<file path="config.mk">
export PLATFORM = sky130hd
export DESIGN_NAME = line_substring_matcher
export DESIGN_NICKNAME = d
export VERILOG_FILES = /design/src/sv/lsm_pkg.sv /design/src/sv/lsm_match_core.sv /design/src/sv/lsm_result_queue.sv /design/src/sv/line_substring_matcher.sv
export SDC_FILE = /design/constraint.sdc
export NUM_CORES = 1
export LEC_CHECK = 0
export BUFFER_PORTS_ARGS = -buffer_cell sky130_fd_sc_hd__buf_2
export CORE_MARGIN = 4
export CORE_UTILIZATION = 45
export DETAILED_ROUTE_END_ITERATION = 12
export PLACE_DENSITY = 0.62
export SLEW_MARGIN = 20
export SYNTH_ARGS = -nofsm -noshare
export SYNTH_HDL_FRONTEND = slang
export SYNTH_SLANG_ARGS = --single-unit
</file>
<file path="constraint.sdc">
create_clock -name clock -period 9.6 [get_ports clock]
set_input_delay 1.92 -clock clock [delete_from_list [all_inputs] [get_ports clock]]
set_output_delay 1.92 -clock clock [all_outputs]
set_load 0.02 [all_outputs]
</file>
<file path="src/sv/lsm_pkg.sv">
// Shared types, constants and helper functions of the line filter.
// No dependencies; imported by every module of the block.
package lsm_pkg;

   localparam int PATTERN_MAX   = 16;
   localparam int PATTERN_BYTES = 16;   // bytes held by the two pattern registers
   localparam int LEN_W         = $clog2(PATTERN_MAX + 1);
   localparam int CFG_LEN_W     = 5;
   localparam int COUNT_W       = 32;
   localparam int CSR_DATA_W    = 64;
   localparam int CSR_ADDR_W    = 6;

   localparam int QUEUE_DEPTH = 4;
   localparam int QPTR_W      = $clog2(QUEUE_DEPTH);
   localparam int QCNT_W      = $clog2(QUEUE_DEPTH + 1);

   localparam logic [7:0] NEWLINE_BYTE = 8'd10;
   localparam logic       KIND_LINE    = 1'b0;
   localparam logic       KIND_FINAL   = 1'b1;

   typedef enum logic [2:0] {
      REG_PATTERN_LOW    = 3'd0,
      REG_PATTERN_HIGH   = 3'd1,
      REG_PATTERN_LENGTH = 3'd2,
      REG_FOLD_CASE      = 3'd3,
      REG_INVERT_SELECT  = 3'd4,
      REG_TOTALS_ONLY    = 3'd5
   } lsm_reg_type;

   typedef struct packed {
      logic [PATTERN_BYTES*8-1:0] pattern;
      logic [CFG_LEN_W-1:0]       pattern_length;
      logic                       fold_case;
      logic                       invert_select;
      logic                       totals_only;
   } lsm_cfg_type;

   typedef struct packed {
      logic               result_kind;
      logic [COUNT_W-1:0] line_number;
      logic [COUNT_W-1:0] selected_count;
      logic               last_result;
   } lsm_result_type;

   // Up to two results per item, packed so that "first" is always used first.
   typedef struct packed {
      logic [1:0]     count;
      lsm_result_type first;
      lsm_result_type second;
   } lsm_push_type;

   function automatic logic [7:0] fold_byte(input logic [7:0] b, input logic ic);
      if (ic && b >= 8'd65 && b <= 8'd90) begin
         return b + 8'd32;
      end
      return b;
   endfunction

   function automatic logic [COUNT_W-1:0] sat_inc(input logic [COUNT_W-1:0] v);
      return (v == '1) ? v : v + COUNT_W'(1);
   endfunction

endpackage

</file>
<file path="src/sv/lsm_match_core.sv">
// Per-line shift-and matcher, line and selection counters of the line filter.
// Depends on lsm_pkg; produces up to two results per accepted item.
module lsm_match_core
   import lsm_pkg::*;
(
   input  logic         clock,
   input  logic         reset,
   input  lsm_cfg_type  cfg,
   input  logic         accept,
   input  logic [7:0]   text_byte,
   input  logic         end_of_text,
   output lsm_push_type push
);

   logic [PATTERN_MAX-1:0] progress_ff, progress_in;
   logic                   found_ff, found_in;
   logic                   nonempty_ff, nonempty_in;
   logic [COUNT_W-1:0]     line_cnt_ff, line_cnt_in;
   logic [COUNT_W-1:0]     sel_cnt_ff, sel_cnt_in;

   logic [LEN_W-1:0]       used_len;
   logic [PATTERN_MAX-1:0] byte_mask;
   logic [PATTERN_MAX-1:0] prog_step;
   logic [7:0]             fc;
   logic [7:0]             pat_b;
   logic                   is_newline;
   logic                   step_found;
   logic                   step_nonempty;
   logic                   close_line;
   logic                   hit;
   logic                   selected;
   logic                   line_report;
   lsm_result_type         line_res;
   lsm_result_type         final_res;

   always_comb begin
      if (32'(cfg.pattern_length) > PATTERN_MAX) begin
         used_len = LEN_W'(PATTERN_MAX);
      end else begin
         used_len = LEN_W'(cfg.pattern_length);
      end
   end

   // Bit-parallel compare of the folded byte against every pattern position.
   always_comb begin
      fc = fold_byte(text_byte, cfg.fold_case);
      byte_mask = '0;
      for (int i = 0; i < PATTERN_MAX; i++) begin
         pat_b = (i < PATTERN_BYTES) ? cfg.pattern[i*8 +: 8] : 8'h00;
         byte_mask[i] = (32'(used_len) > i) &&
                        (fold_byte(pat_b, cfg.fold_case) == fc);
      end
   end

   always_comb begin
      is_newline    = (text_byte == NEWLINE_BYTE);
      prog_step     = progress_ff;
      step_found    = found_ff;
      step_nonempty = nonempty_ff;
      if (!is_newline) begin
         step_nonempty = 1'b1;
         if (used_len != '0) begin
            prog_step = {progress_ff[PATTERN_MAX-2:0], 1'b1} & byte_mask;
            for (int i = 0; i < PATTERN_MAX; i++) begin
               if (prog_step[i] && (32'(used_len) == i + 1)) begin
                  step_found = 1'b1;
               end
            end
         end
      end

      close_line  = is_newline || end_of_text;
      hit         = (used_len == '0) ? 1'b1 : step_found;
      selected    = hit ^ cfg.invert_select;
      line_cnt_in = line_cnt_ff;
      sel_cnt_in  = sel_cnt_ff;
      line_report = 1'b0;
      if (close_line && step_nonempty) begin
         line_cnt_in = sat_inc(line_cnt_ff);
         if (selected) begin
            sel_cnt_in  = sat_inc(sel_cnt_ff);
            line_report = !cfg.totals_only;
         end
      end

      line_res.result_kind     = KIND_LINE;
      line_res.line_number     = line_cnt_in;
      line_res.selected_count  = sel_cnt_in;
      line_res.last_result     = 1'b0;
      final_res.result_kind    = KIND_FINAL;
      final_res.line_number    = line_cnt_in;
      final_res.selected_count = sel_cnt_in;
      final_res.last_result    = 1'b1;

      push.first  = line_report ? line_res : final_res;
      push.second = final_res;
      push.count  = accept ? (2'(line_report) + 2'(end_of_text)) : 2'd0;

      if (close_line) begin
         progress_in = '0;
         found_in    = 1'b0;
         nonempty_in = 1'b0;
      end else begin
         progress_in = prog_step;
         found_in    = step_found;
         nonempty_in = step_nonempty;
      end
      if (end_of_text) begin
         line_cnt_in = '0;
         sel_cnt_in  = '0;
      end
   end

   always_ff @(posedge clock) begin
      if (reset) begin
         progress_ff <= '0;
         found_ff    <= 1'b0;
         nonempty_ff <= 1'b0;
         line_cnt_ff <= '0;
         sel_cnt_ff  <= '0;
      end else if (accept) begin
         progress_ff <= progress_in;
         found_ff    <= found_in;
         nonempty_ff <= nonempty_in;
         line_cnt_ff <= line_cnt_in;
         sel_cnt_ff  <= sel_cnt_in;
      end
   end

endmodule

</file>
<file path="src/sv/lsm_result_queue.sv">
// Small result queue of the line filter: takes up to two results a cycle,
// gives one. Depends on lsm_pkg for the result and push types.
module lsm_result_queue
   import lsm_pkg::*;
(
   input  logic           clock,
   input  logic           reset,
   input  lsm_push_type   push,
   input  logic           pop,
   output lsm_result_type head,
   output logic           head_valid,
   output logic           has_room
);

   lsm_result_type    entry_ff [QUEUE_DEPTH];
   logic [QPTR_W-1:0] wr_ptr_ff, wr_ptr_in;
   logic [QPTR_W-1:0] rd_ptr_ff, rd_ptr_in;
   logic [QCNT_W-1:0] cnt_ff, cnt_in;
   logic              do_pop;

   assign head_valid = (cnt_ff != '0);
   assign head       = entry_ff[rd_ptr_ff];
   // room for a worst-case item (two results)
   assign has_room   = (cnt_ff <= QCNT_W'(QUEUE_DEPTH - 2));
   assign do_pop     = pop && head_valid;

   always_comb begin
      wr_ptr_in = wr_ptr_ff + QPTR_W'(push.count);
      rd_ptr_in = rd_ptr_ff + QPTR_W'(do_pop);
      cnt_in    = cnt_ff + QCNT_W'(push.count) - QCNT_W'(do_pop);
   end

   always_ff @(posedge clock) begin
      if (push.count != 2'd0) begin
         entry_ff[wr_ptr_ff] <= push.first;
      end
      if (push.count == 2'd2) begin
         entry_ff[wr_ptr_ff + QPTR_W'(1)] <= push.second;
      end
   end

   always_ff @(posedge clock) begin
      if (reset) begin
         wr_ptr_ff <= '0;
         rd_ptr_ff <= '0;
         cnt_ff    <= '0;
      end else begin
         wr_ptr_ff <= wr_ptr_in;
         rd_ptr_ff <= rd_ptr_in;
         cnt_ff    <= cnt_in;
      end
   end

endmodule

</file>
<file path="src/sv/line_substring_matcher.sv">
// Line filter: one text byte per item, fixed substring search per line.
// Throughput: one item per cycle while results drain; the matcher state
// (shift-and vector, counters) updates in the cycle an item is accepted.
// Results are registered into the queue as their item is accepted and offered
// in order; a four-entry result queue absorbs the two results of a final byte.
// Synchronous active-high reset clears registers, line state and the queue.
module line_substring_matcher
   import lsm_pkg::*;
(
   input  logic                  clock,
   input  logic                  reset,
   input  logic                  req_valid,
   output logic                  req_ready,
   input  logic [7:0]            req_text_byte,
   input  logic                  req_end_of_text,
   output logic                  rsp_valid,
   input  logic                  rsp_ready,
   output logic                  rsp_result_kind,
   output logic [COUNT_W-1:0]    rsp_line_number,
   output logic [COUNT_W-1:0]    rsp_selected_count,
   output logic                  rsp_last_result,
   input  logic                  psel,
   input  logic                  penable,
   input  logic                  pwrite,
   input  logic [CSR_ADDR_W-1:0] paddr,
   input  logic [CSR_DATA_W-1:0] pwdata,
   output logic [CSR_DATA_W-1:0] prdata,
   output logic                  pready
);

   lsm_cfg_type    cfg_ff;
   lsm_reg_type    reg_sel;
   lsm_push_type   push;
   lsm_result_type head;
   logic           accept;
   logic           csr_write;

   assign pready    = 1'b1;
   assign reg_sel   = lsm_reg_type'(paddr[5:3]);
   assign csr_write = psel && penable && pwrite;

   always_ff @(posedge clock) begin
      if (reset) begin
         cfg_ff <= '0;
      end else if (csr_write) begin
         unique case (reg_sel)
            REG_PATTERN_LOW:    cfg_ff.pattern[63:0]   <= pwdata;
            REG_PATTERN_HIGH:   cfg_ff.pattern[127:64] <= pwdata;
            REG_PATTERN_LENGTH: cfg_ff.pattern_length  <= pwdata[CFG_LEN_W-1:0];
            REG_FOLD_CASE:      cfg_ff.fold_case       <= pwdata[0];
            REG_INVERT_SELECT:  cfg_ff.invert_select   <= pwdata[0];
            REG_TOTALS_ONLY:    cfg_ff.totals_only     <= pwdata[0];
            default: ;
         endcase
      end
   end

   always_comb begin
      unique case (reg_sel)
         REG_PATTERN_LOW:    prdata = cfg_ff.pattern[63:0];
         REG_PATTERN_HIGH:   prdata = cfg_ff.pattern[127:64];
         REG_PATTERN_LENGTH: prdata = CSR_DATA_W'(cfg_ff.pattern_length);
         REG_FOLD_CASE:      prdata = CSR_DATA_W'(cfg_ff.fold_case);
         REG_INVERT_SELECT:  prdata = CSR_DATA_W'(cfg_ff.invert_select);
         REG_TOTALS_ONLY:    prdata = CSR_DATA_W'(cfg_ff.totals_only);
         default:            prdata = '0;
      endcase
   end

   assign accept = req_valid && req_ready;

   lsm_match_core u_core (
      .clock       (clock),
      .reset       (reset),
      .cfg         (cfg_ff),
      .accept      (accept),
      .text_byte   (req_text_byte),
      .end_of_text (req_end_of_text),
      .push        (push)
   );

   lsm_result_queue u_queue (
      .clock      (clock),
      .reset      (reset),
      .push       (push),
      .pop        (rsp_ready),
      .head       (head),
      .head_valid (rsp_valid),
      .has_room   (req_ready)
   );

   assign rsp_result_kind    = head.result_kind;
   assign rsp_line_number    = head.line_number;
   assign rsp_selected_count = head.selected_count;
   assign rsp_last_result    = head.last_result;

endmodule

</file>
# ---- Word-level counts from Yosys, hierarchy flattened
# Memories as Yosys holds them, arrays and structs flattened. A register that Yosys moved wholly into a read port is not among the register bits.
# Cells that the tools add are included.
dict set report word_totals {
  mem_count 1
  ram_bits 264
  elab_cells 316
  out_inout_bits 133
  ff_bits 224
  in_bits 86
}
dict set report op_classes {
  reduce_logical 86
  n_eq_ne 42
  n_lt_le_gt_ge 52
  bitwise 2
  add_sub_neg 25
  muxes 94
}
# memory words width read_ports rd_clocked_by_memory_dff write_ports line_no
set memory_table {}
lappend memory_table {u_queue.entry_ff 4 66 1 1 2 lsm_result_queue.sv:15} ;# lsm_result_type entry_ff [QUEUE_DEPTH];
# operator count
set op_table {}
lappend op_table {{$pmux 64 s6} 1}
lappend op_table {{$mux 8} 34}
lappend op_table {{$mux 32} 7}
lappend op_table {{$add 8x6->8 const B} 17}
lappend op_table {{$ge 8x7->1 const B} 17}
lappend op_table {{$le 8x7->1 const B} 17}
lappend op_table {{$eq 8x8->1} 16}
lappend op_table {{$logic_and 1x1->1} 71}
lappend op_table {{$mux 66} 1}
lappend op_table {{$add 32x1->32 const B} 2}
lappend op_table {{$eq 32x32->1 const B} 2}
lappend op_table {{$mux 1} 45}
lappend op_table {{$mux 15} 3}
lappend op_table {{$eq 5x4->1 const B} 8}
lappend op_table {{$gt 5x4->1 const B} 8}
lappend op_table {{$eq 5x3->1 const B} 4}
lappend op_table {{$gt 5x3->1 const B} 4}
lappend op_table {{$and 16x16->16} 1}
lappend op_table {{$reduce_and 2->1} 6}
lappend op_table {{$eq 5x2->1 const B} 2}
lappend op_table {{$gt 5x1->1 const B} 2}
lappend op_table {{$gt 5x2->1 const B} 2}
lappend op_table {{$eq 8x4->1 const B} 1}
lappend op_table {{$eq 3x2->1 const B} 2}
lappend op_table {{25 further kinds} 28}

# ---- Longest topological paths before layout
# Gate-level depths: netlist (run 1).
dict set report depth {
  depth_word 36
  ltp_mapped 22
  ltp_nobuf 19
}

# ---- By module
# From an unflattened synthesis (run 1), not the netlist that was laid out.
dict set report unflattened {
  cells_unflattened 2601
  hier_area_um2 28295.9
}
# mod instances cells_per_inst area_per_inst_um2 seq_area_each_um2
set by_module_without_submodules {}
lappend by_module_without_submodules {lsm_result_queue 1 683 13162.6 8067.7}
lappend by_module_without_submodules {lsm_match_core 1 1213 8777.2 1621.6}
lappend by_module_without_submodules {line_substring_matcher 1 705 6356.1 2722.6}

# ---- Worst setup path after synthesis (run 1)
# OpenSTA, ideal clock, no wires.
dict set report synth_timing {
  kind {input to register}
  from {in req_text_byte[2]}
  to {mem u_queue.entry_ff[2][10] in the netlist's numbering (enable)}
  setup_slack_ns 2.193
  setup_ns 0.418
  required_ns 9.182
  arrival_time_ns 6.989
  n_path_buf 5
  stages 21
  path_cell_list {buf_4 > or3_4 > o32a_1 > a31o_2 > buf_2 > buf_4 > xnor2_1 > o2111ai_1 > a21oi_1 > a2111oi_4 > nand2_1 > mux2i_1 > nor2_1 > ha_1 > o21ai_1 > nand2b_1 > nor2_1 > a21oi_1 > clkbuf_1 > clkbuf_1 > inv_1}
}
# item line_no
set synth_rtl {}
lappend synth_rtl {{from (decl)} line_substring_matcher.sv:14} ;# input logic [7:0] req_text_byte,
lappend synth_rtl {{to (decl)} lsm_result_queue.sv:15}

==> run summary, run 1 <==
H-tree levels: 2
layout cells sized above 1: 15.5%
worst path cell trace: buf_2, or3_4, o32a_1, a41oi_4, xor2_1, o2111ai_1, o32ai_1, a2111oi_4, nand2_1, mux2i_1, nor2_1, ha_1, o21ai_1, nand2b_1, nor2_1, a21oi_4, buf_4, a21oi_1
cell count of the worst hold path: 2
CTS Buf Count: 53
Initial Util: 45.7%
Min-Delay Path Class: register to register
Worst EP required: 9920 ps
Total GRT Usage: 23.5%
leakage: 9.04 nW
clock-pin slew on the worst setup and hold paths: 60 ps
Layout Nets: 2772
GPL Wtd Cong: 0.854
power density over the cells: 203 mW/mm^2
Worst VDD drop: 156 uV
die height: 242 um
detailed-route via count: 20200
commonest non-fill, non-tap cell in the layout: nand2_1
Max Clock Skew: 36.4 ps
Hold EP: u_core.progress_ff[3]
r2r worst-path depth: 16
Critical Path Source Type: input port
DRC viols: 0
Fin Setup TNS: 0 ps
Crit. End Element: register
Post-Synthesis Net Count: 2659
Setup Buffers After CTS: 0
Slew @ Worst Pin: 1110 ps
IO Pins: 219
Synth-to-Final Area Change: 13.4%
Synth Cell Area: 0.0247 mm^2
Sw Ratio: 29.2%
setup ws final: 2070 ps
cell repeated most along the worst path: nor2_1
Port Buffers: 214
outcome: completed
internal cell power: 4.03 mW
clock latency on the worst-skew pair: 630 ps
total power draw: 5.69 mW
WP buf/inv: 2
sequential power share: 42.9%
Detailed Route Iter0 Violations: 1386
post-layout util: 51.8%
Final Cycle Share: 78.4%
worst slack at placement: 1470 ps
family with the most delay on the worst path: compound AO/OA/AOI/OAI gates
Die Wd: 242 um
top_reg_cell synth: edfxtp_1
worst r2r src: cfg_ff[2]
Core Box Area: 0.0541 mm^2
Max clock buf depth: 3
register bit total from synthesis: 484
first-pass GRT wire length: 112000 um
Slowest-stage cell, CP: a41oi_4
final wirelength: 71200 um
Post-synth EDFFs: 256
Max Cap Viol: 0
post-layout min period: 7530 ps
CTS tree: built
Final HPWL DP: 43600 um
Setup CP Type: input port to register
worst path arrival time: 7850 ps
cts repair resizes: 0
Slew Viols, Final: 0
Async SR Flop Fraction: 0%
first drt pass iteration count: 6
Net Sw Power: 1.66 mW
synthesized instance count: 2547
Clk pwr share: 37.7%
CP max FO: 64
initial antenna violation count: 8
Syn Area/Cell: 9.71 um^2
clock sink count: 484
fill count: 4936
cts hold-fix bufs: 0
sequential area share after synthesis: 49.6%
die area: 0.0588 mm^2
reg2reg setup slack: 3350 ps
hold path start: u_core.progress_ff[3]
largest net degree at the start of global routing: 130
Comb pwr share: 19.4%
# rows: 85
crit-path max cell delay: 880 ps
DR WL/cell: 20.9 um
Synth Warn #: 0
Fin. Hold Viols: 0
total gr overflow: 0
vias in the first global route: 19900
most frequent cells in the layout: nand2_1 (369), a21oi_1 (315), nor2_1 (273)
post-route ant nets: 0
post-synth cell types: 69
Setup-failing EPs final: 0
vias per inst: 5.92
fmax: 0.133 GHz
worst reg2reg endpoint: u_queue.entry_ff[2][17]
Clock Tree Root: clkbuf_16
Slew HR: 25.7%
RSZ-0062 raised after global routing: no
-- area by class of cell --
type	instances	area (um^2)	area share, %
Clock inverter	25	369	1.32
Timing Repair Buffer	238	1270	4.53
Tap cell	696	871	3.11
Inverter	51	199	0.710
Clock buffer	74	1470	5.23
Multi-Input combinational cell	1832	11600	41.4
Antenna cell	5	12.5	0.0446
Sequential cell	484	12300	43.7
-- power groups by stage --
stage	clock, mW	sequential [mW]	combinational [mW]
after floorplan	0	2.42	0.788
after global placement	0	2.48	1.11
after detailed placement	0	2.49	1.12
after CTS	2.19	2.45	1.12
after global routing	2.27	2.47	1.18
final	2.14	2.44	1.10
-- tightest hold or removal path: cells and delay by family (launching register included) --
family          cells  cell delay, ps
flops               1             310
compound gates      1              50
simple gates        1              50
-- Yosys cell counts, types with 10 or more instances --
cell | n | area, um^2
or3_1 | 47 | 294
nor2_1 | 273 | 1020
inv_1 | 51 | 191
xor2_1 | 60 | 526
a31oi_1 | 39 | 244
o211ai_1 | 23 | 173
ha_1 | 25 | 313
dfxtp_1 | 228 | 4560
clkbuf_1 | 140 | 526
and3_1 | 29 | 181
nand4_1 | 35 | 219
o41ai_1 | 23 | 201
a22oi_1 | 12 | 90.1
buf_1 | 20 | 75.1
nand3_1 | 49 | 245
o31ai_1 | 15 | 113
nor4_1 | 16 | 100
edfxtp_1 | 256 | 7690
mux4_2 | 65 | 1460
or4_1 | 44 | 330
a21oi_1 | 317 | 1590
and2_1 | 10 | 62.6
nor3_1 | 32 | 160
nand2_1 | 374 | 1400
xnor2_1 | 105 | 920
mux2i_1 | 16 | 160
a22o_1 | 59 | 517
o21ai_0 | 62 | 310
-- sequential cells by signal, summed over array words and instances, names as in the netlist, 2 cells and up --
signal              cells
cfg_ff                136
u_queue.entry_ff      260
u_queue.rd_ptr_ff       2
u_core.progress_ff     15
u_queue.wr_ptr_ff       2
u_core.line_cnt_ff     32
u_queue.cnt_ff          3
u_core.sel_cnt_ff      32
-- worst max-delay path by stage --
stage | slack [ps] | depth (start not counted) | start | end
3_5_place_dp | 1470 | 18 | req_text_byte[0] | u_queue.entry_ff[2][17]
2_1_floorplan | 2190 | 21 | req_text_byte[2] | u_queue.entry_ff[2][10]
6_report | 2070 | 18 | req_text_byte[0] | u_queue.entry_ff[2][17]
5_1_grt | 1760 | 18 | req_text_byte[2] | u_queue.entry_ff[2][17]
3_3_place_gp | 1600 | 18 | req_text_byte[0] | u_queue.entry_ff[2][13]
4_1_cts | 2120 | 18 | req_text_byte[0] | u_queue.entry_ff[2][17]
-- cell families (layout without fill, tap and decap cells) --
kind of cell | Yosys count | count (layout) | synth area share [%]
AND/OR/NAND/NOR | 963 | 963 | 18.0
buffers and inverters | 231 | 388 | 3.83
other | 1 | 6 | 0.0152
adder cells (fa/ha/maj) | 26 | 26 | 1.35
multiplexers | 82 | 82 | 6.63
XOR/XNOR | 165 | 165 | 5.85
AO/OA/AOI/OAI | 595 | 595 | 14.8
flip-flops | 484 | 484 | 49.6
-- stage by stage --
step / hold slack, ps / instance area (um^2) / cells
after floorplan: 428 / 24700 / 2547
final: 463 / 28000 / 3405
after detailed placement: 454 / 26200 / 3301
after global routing: 477 / 28000 / 3402
after CTS: 461 / 28000 / 3400
after global placement: 442 / 26200 / 3301
-- routing by layer --
metal  vias to the layer above  wire, um  track usage, %  share of wire, %
li1                       9512         -               -                 -
met3                       134      4760            4.37               6.7
met4                         8      1850            6.88               2.6
met1                      9821     28900            29.5                41
met2                       677     35700            41.5                50
met5                         -        38               0             0.053
No activity file was read; power rests on OpenSTA's default activity.
==> inputs of run 2 (changes only) <==
--- a/config.mk
+++ b/config.mk
@@ -5,11 +5,12 @@
 export SDC_FILE = /design/constraint.sdc
 export NUM_CORES = 1
 export LEC_CHECK = 0
+export ABC_AREA = 1
 export BUFFER_PORTS_ARGS = -buffer_cell sky130_fd_sc_hd__buf_2
 export CORE_MARGIN = 4
 export CORE_UTILIZATION = 45
 export DETAILED_ROUTE_END_ITERATION = 12
-export PLACE_DENSITY = 0.62
+export PLACE_DENSITY = 0.64
 export SLEW_MARGIN = 20
 export SYNTH_ARGS = -nofsm -noshare
 export SYNTH_HDL_FRONTEND = slang
==> constraint.sdc (replaced) <==
create_clock -name clock -period 6.8 [get_ports clock]
set_input_delay 1.36 -clock clock [delete_from_list [all_inputs] [get_ports clock]]
set_output_delay 1.36 -clock clock [all_outputs]
set_load 0.02 [all_outputs]
==> run 2 against run 1 <==
Effect of this change:
- clock skew down 5.4 ps
- sequential share of layout area decreased by 1.9 points
- hold slack better by 1.4 ps
- sequential cell count is the same
- largest cell class unchanged
==> run summary, run 2 <==
outcome: completed
Final Cycle Share: 84.9%
most instantiated cells after synthesis: nor2_1 (681), nand2_1 (624), o21ai_0 (321)
die height: 247 um (+2.1%)
Post-synth EDFFs: 256 (unchanged)
Max clock buf depth: 3 (unchanged)
max FFs per register: 260 (unchanged)
H-tree levels: 2 (unchanged)
Crit. End Element: register
Fin Setup TNS: 0 ps (unchanged)
clock latency on the worst-skew pair: 610 ps (-20 ps)
Setup CP Type: input port to register
top_reg_cell synth: edfxtp_1
Die Wd: 247 um (+2.1%)
commonest non-fill, non-tap cell in the layout: nor2_1
die area: 0.0612 mm^2 (+4.2%)
final wirelength: 81500 um (+14%)
CTS Buf Count: 52 (-1.9%)
post-layout util: 51.8% (about the same)
leakage: 10.9 nW (+21%)
vias per inst: 5.49 (-7.2%)
reg2reg setup slack: 1610 ps (-1740 ps)
Final HPWL DP: 53500 um (+23%)
CTS tree: built
# rows: 87 (+2.4%)
share of the synthesized area in the top cell type: 29.8% (-1.3 points)
Slew @ Worst Pin: 1130 ps (+16.6 ps)
Setup Buffers After CTS: 0 (unchanged)
RSZ-0062 raised after global routing: no
Async SR Flop Fraction: 0% (unchanged)
power density over the cells: 277 mW/mm^2 (+37%)
Critical Path Source Type: input port
total power draw: 8.13 mW (+43%)
Syn Area/Cell: 7.57 um^2 (-22%)
post-synth cell types: 51 (-26%)
first drt pass iteration count: 5 (-1)
initial antenna violation count: 4 (-4)
Layout Nets: 3663 (+32%)
Yosys top cell by area: edfxtp_1
cts repair resizes: 0 (unchanged)
Detailed Route Iter0 Violations: 2117 (+53%)
Core Box Area: 0.0566 mm^2 (+4.6%)
Setup-failing EPs final: 0 (unchanged)
Clock Tree Root: clkbuf_16
post-route ant nets: 0 (unchanged)
sequential area share after synthesis: 47.5% (-2.1 points)
synthesized instance count: 3409 (+34%)
Initial Util: 45.6% (-0.093 points)
layout cells sized above 1: 11.9% (-3.6 points)
Synth-to-Final Area Change: 13.7%
count leader, synth: nor2_1
first-pass GRT wire length: 127000 um (+14%)
Worst EP required: 7100 ps (-2820 ps)
Max Clock Skew: 31.0 ps (-5.41 ps)
design area: 0.0293 mm^2 (+4.6%)
fmax: 0.173 GHz
cts hold-fix bufs: 0 (unchanged)
clock-pin slew on the worst setup and hold paths: 60 ps (about the same)
Slew HR: 24.6% (-1.1 points)
clock sink count: 484 (unchanged)
most frequent cells in the layout: nor2_1 (676), nand2_1 (622), o21ai_0 (321)
Synth Warn #: 0 (unchanged)
register bit total from synthesis: 484 (unchanged)
Min-Delay Path Class: register to register
most area-consuming cells after synthesis: edfxtp_1 (30%), dfxtp_1 (18%), nor2_1 (9.9%)
DP Area: 0.0276 mm^2 (+5.4%)
total gr overflow: 0 (unchanged)
GPL Wtd Cong: 0.915 (+7.2%)
antenna cells: 0 (-5)
Largest Register: u_queue.entry_ff
post-layout min period: 5770 ps
detailed-route via count: 23900 (+19%)
vias in the first global route: 22200 (+12%)
fill count: 5504 (+12%)
IO Pins: 219 (unchanged)
Top Registers: u_queue.entry_ff: 260 flops, cfg_ff: 136 flops
Fin. Hold Viols: 0 (unchanged)
Worst VDD drop: 202 uV (+29%)
Max Cap Viol: 0 (unchanged)
Slew Viols, Final: 0 (unchanged)
largest net degree at the start of global routing: 89 (-32%)
Port Buffers: 214 (unchanged)
Total GRT Usage: 26.2% (+2.7 points)
crit-path max cell delay: 750 ps (-130 ps)
Slowest-stage cell, CP: buf_4
DRC viols: 0 (unchanged)
Synth Cell Area: 0.0258 mm^2 (+4.4%)
Post-Synthesis Net Count: 3521 (+32%)
CP max FO: 64 (unchanged)
DR WL/cell: 18.7 um (-10%)
worst path arrival time: 6080 ps (-1770 ps)
run 2: cell count changes after synthesis, sizes merged, moves of 48 or more:
cell	change
o21ai	+261
a21oi	-121
a22o	-54
inv	+243
nand2	+260
nor2	+411
nand3	+118
xnor2	-75
o22ai	+132
mux4	-65
or3	-48
nand4	+57
run 2: routing by layer:
layer | routed length, um | vias to the layer above | share of wire (%) | GRT usage, %
li1 | - | 11700 | - | -
met1 | 35500 | 11200 | 44 | 35.8
met2 | 37800 | 820 | 46 | 43.0
met3 | 5640 | 142 | 6.9 | 4.19
met4 | 2450 | 8 | 3.0 | 8.16
met5 | 56 | - | 0.069 | 0
run 2: final timing paths:
check                                      startpoint                endpoint  depth (start not counted)
worst max register to register              cfg_ff[2]  u_queue.entry_ff[0][6]                         28
worst min register to register  u_core.progress_ff[2]   u_core.progress_ff[2]                          2
worst min-delay path            u_core.progress_ff[2]   u_core.progress_ff[2]                          2
worst max-delay path                 req_text_byte[2]  u_queue.entry_ff[0][6]                         29
run 2: cell type report:
cell class / count / area [um^2] / share of cell area [%]
Inverter: 298 / 1130 / 3.84
Clock buffer: 74 / 1510 / 5.13
Tap cell: 756 / 946 / 3.22
Multi-Input combinational cell: 2446 / 11700 / 39.8
Sequential cell: 484 / 12300 / 41.8
Clock inverter: 21 / 221 / 0.755
Timing Repair Buffer: 269 / 1610 / 5.49
run 2: metrics by stage:
| stage | cells | setup slack (ps) | hold slack (ps) |
|---|---|---|---|
| after global routing | 4348 | 729 | 485 |
| after CTS | 4348 | 1110 | 465 |
| final | 4348 | 1030 | 465 |
| after floorplan | 3409 | 691 | 441 |
| after detailed placement | 4253 | 500 | 455 |
| after global placement | 4253 | 610 | 452 |
run 2: worst max-delay path, delay by kind of cell:
family / cells / cell delay [ps]
and+or+nand+nor: 21 / 2660
buffers and inverters: 7 / 1730
adders and majority gates: 1 / 270
run 2: cells by family (layout without fill, tap and decap cells):
logic type	count (synthesis)	in the layout	share of synthesized area (%)
simple gates	1669	1669	27.1
compound gates	685	685	14.4
flops	484	484	47.5
buf+inv	479	662	7.44
xor+xnor	65	65	2.21
fa+ha+maj	26	26	1.29
other cells	1	1	0.0145
run 2: power by group:
| group | switching [mW] | internal (mW) | total (mW) | leakage (nW) |
|---|---|---|---|---|
| Combinational | 1.40 | 0.507 | 1.90 | 5.84 |
| Clock | 1.19 | 1.69 | 2.88 | 0.834 |
| Sequential | 0.0997 | 3.25 | 3.35 | 4.21 |
| Total | 2.68 | 5.45 | 8.13 | 10.9 |
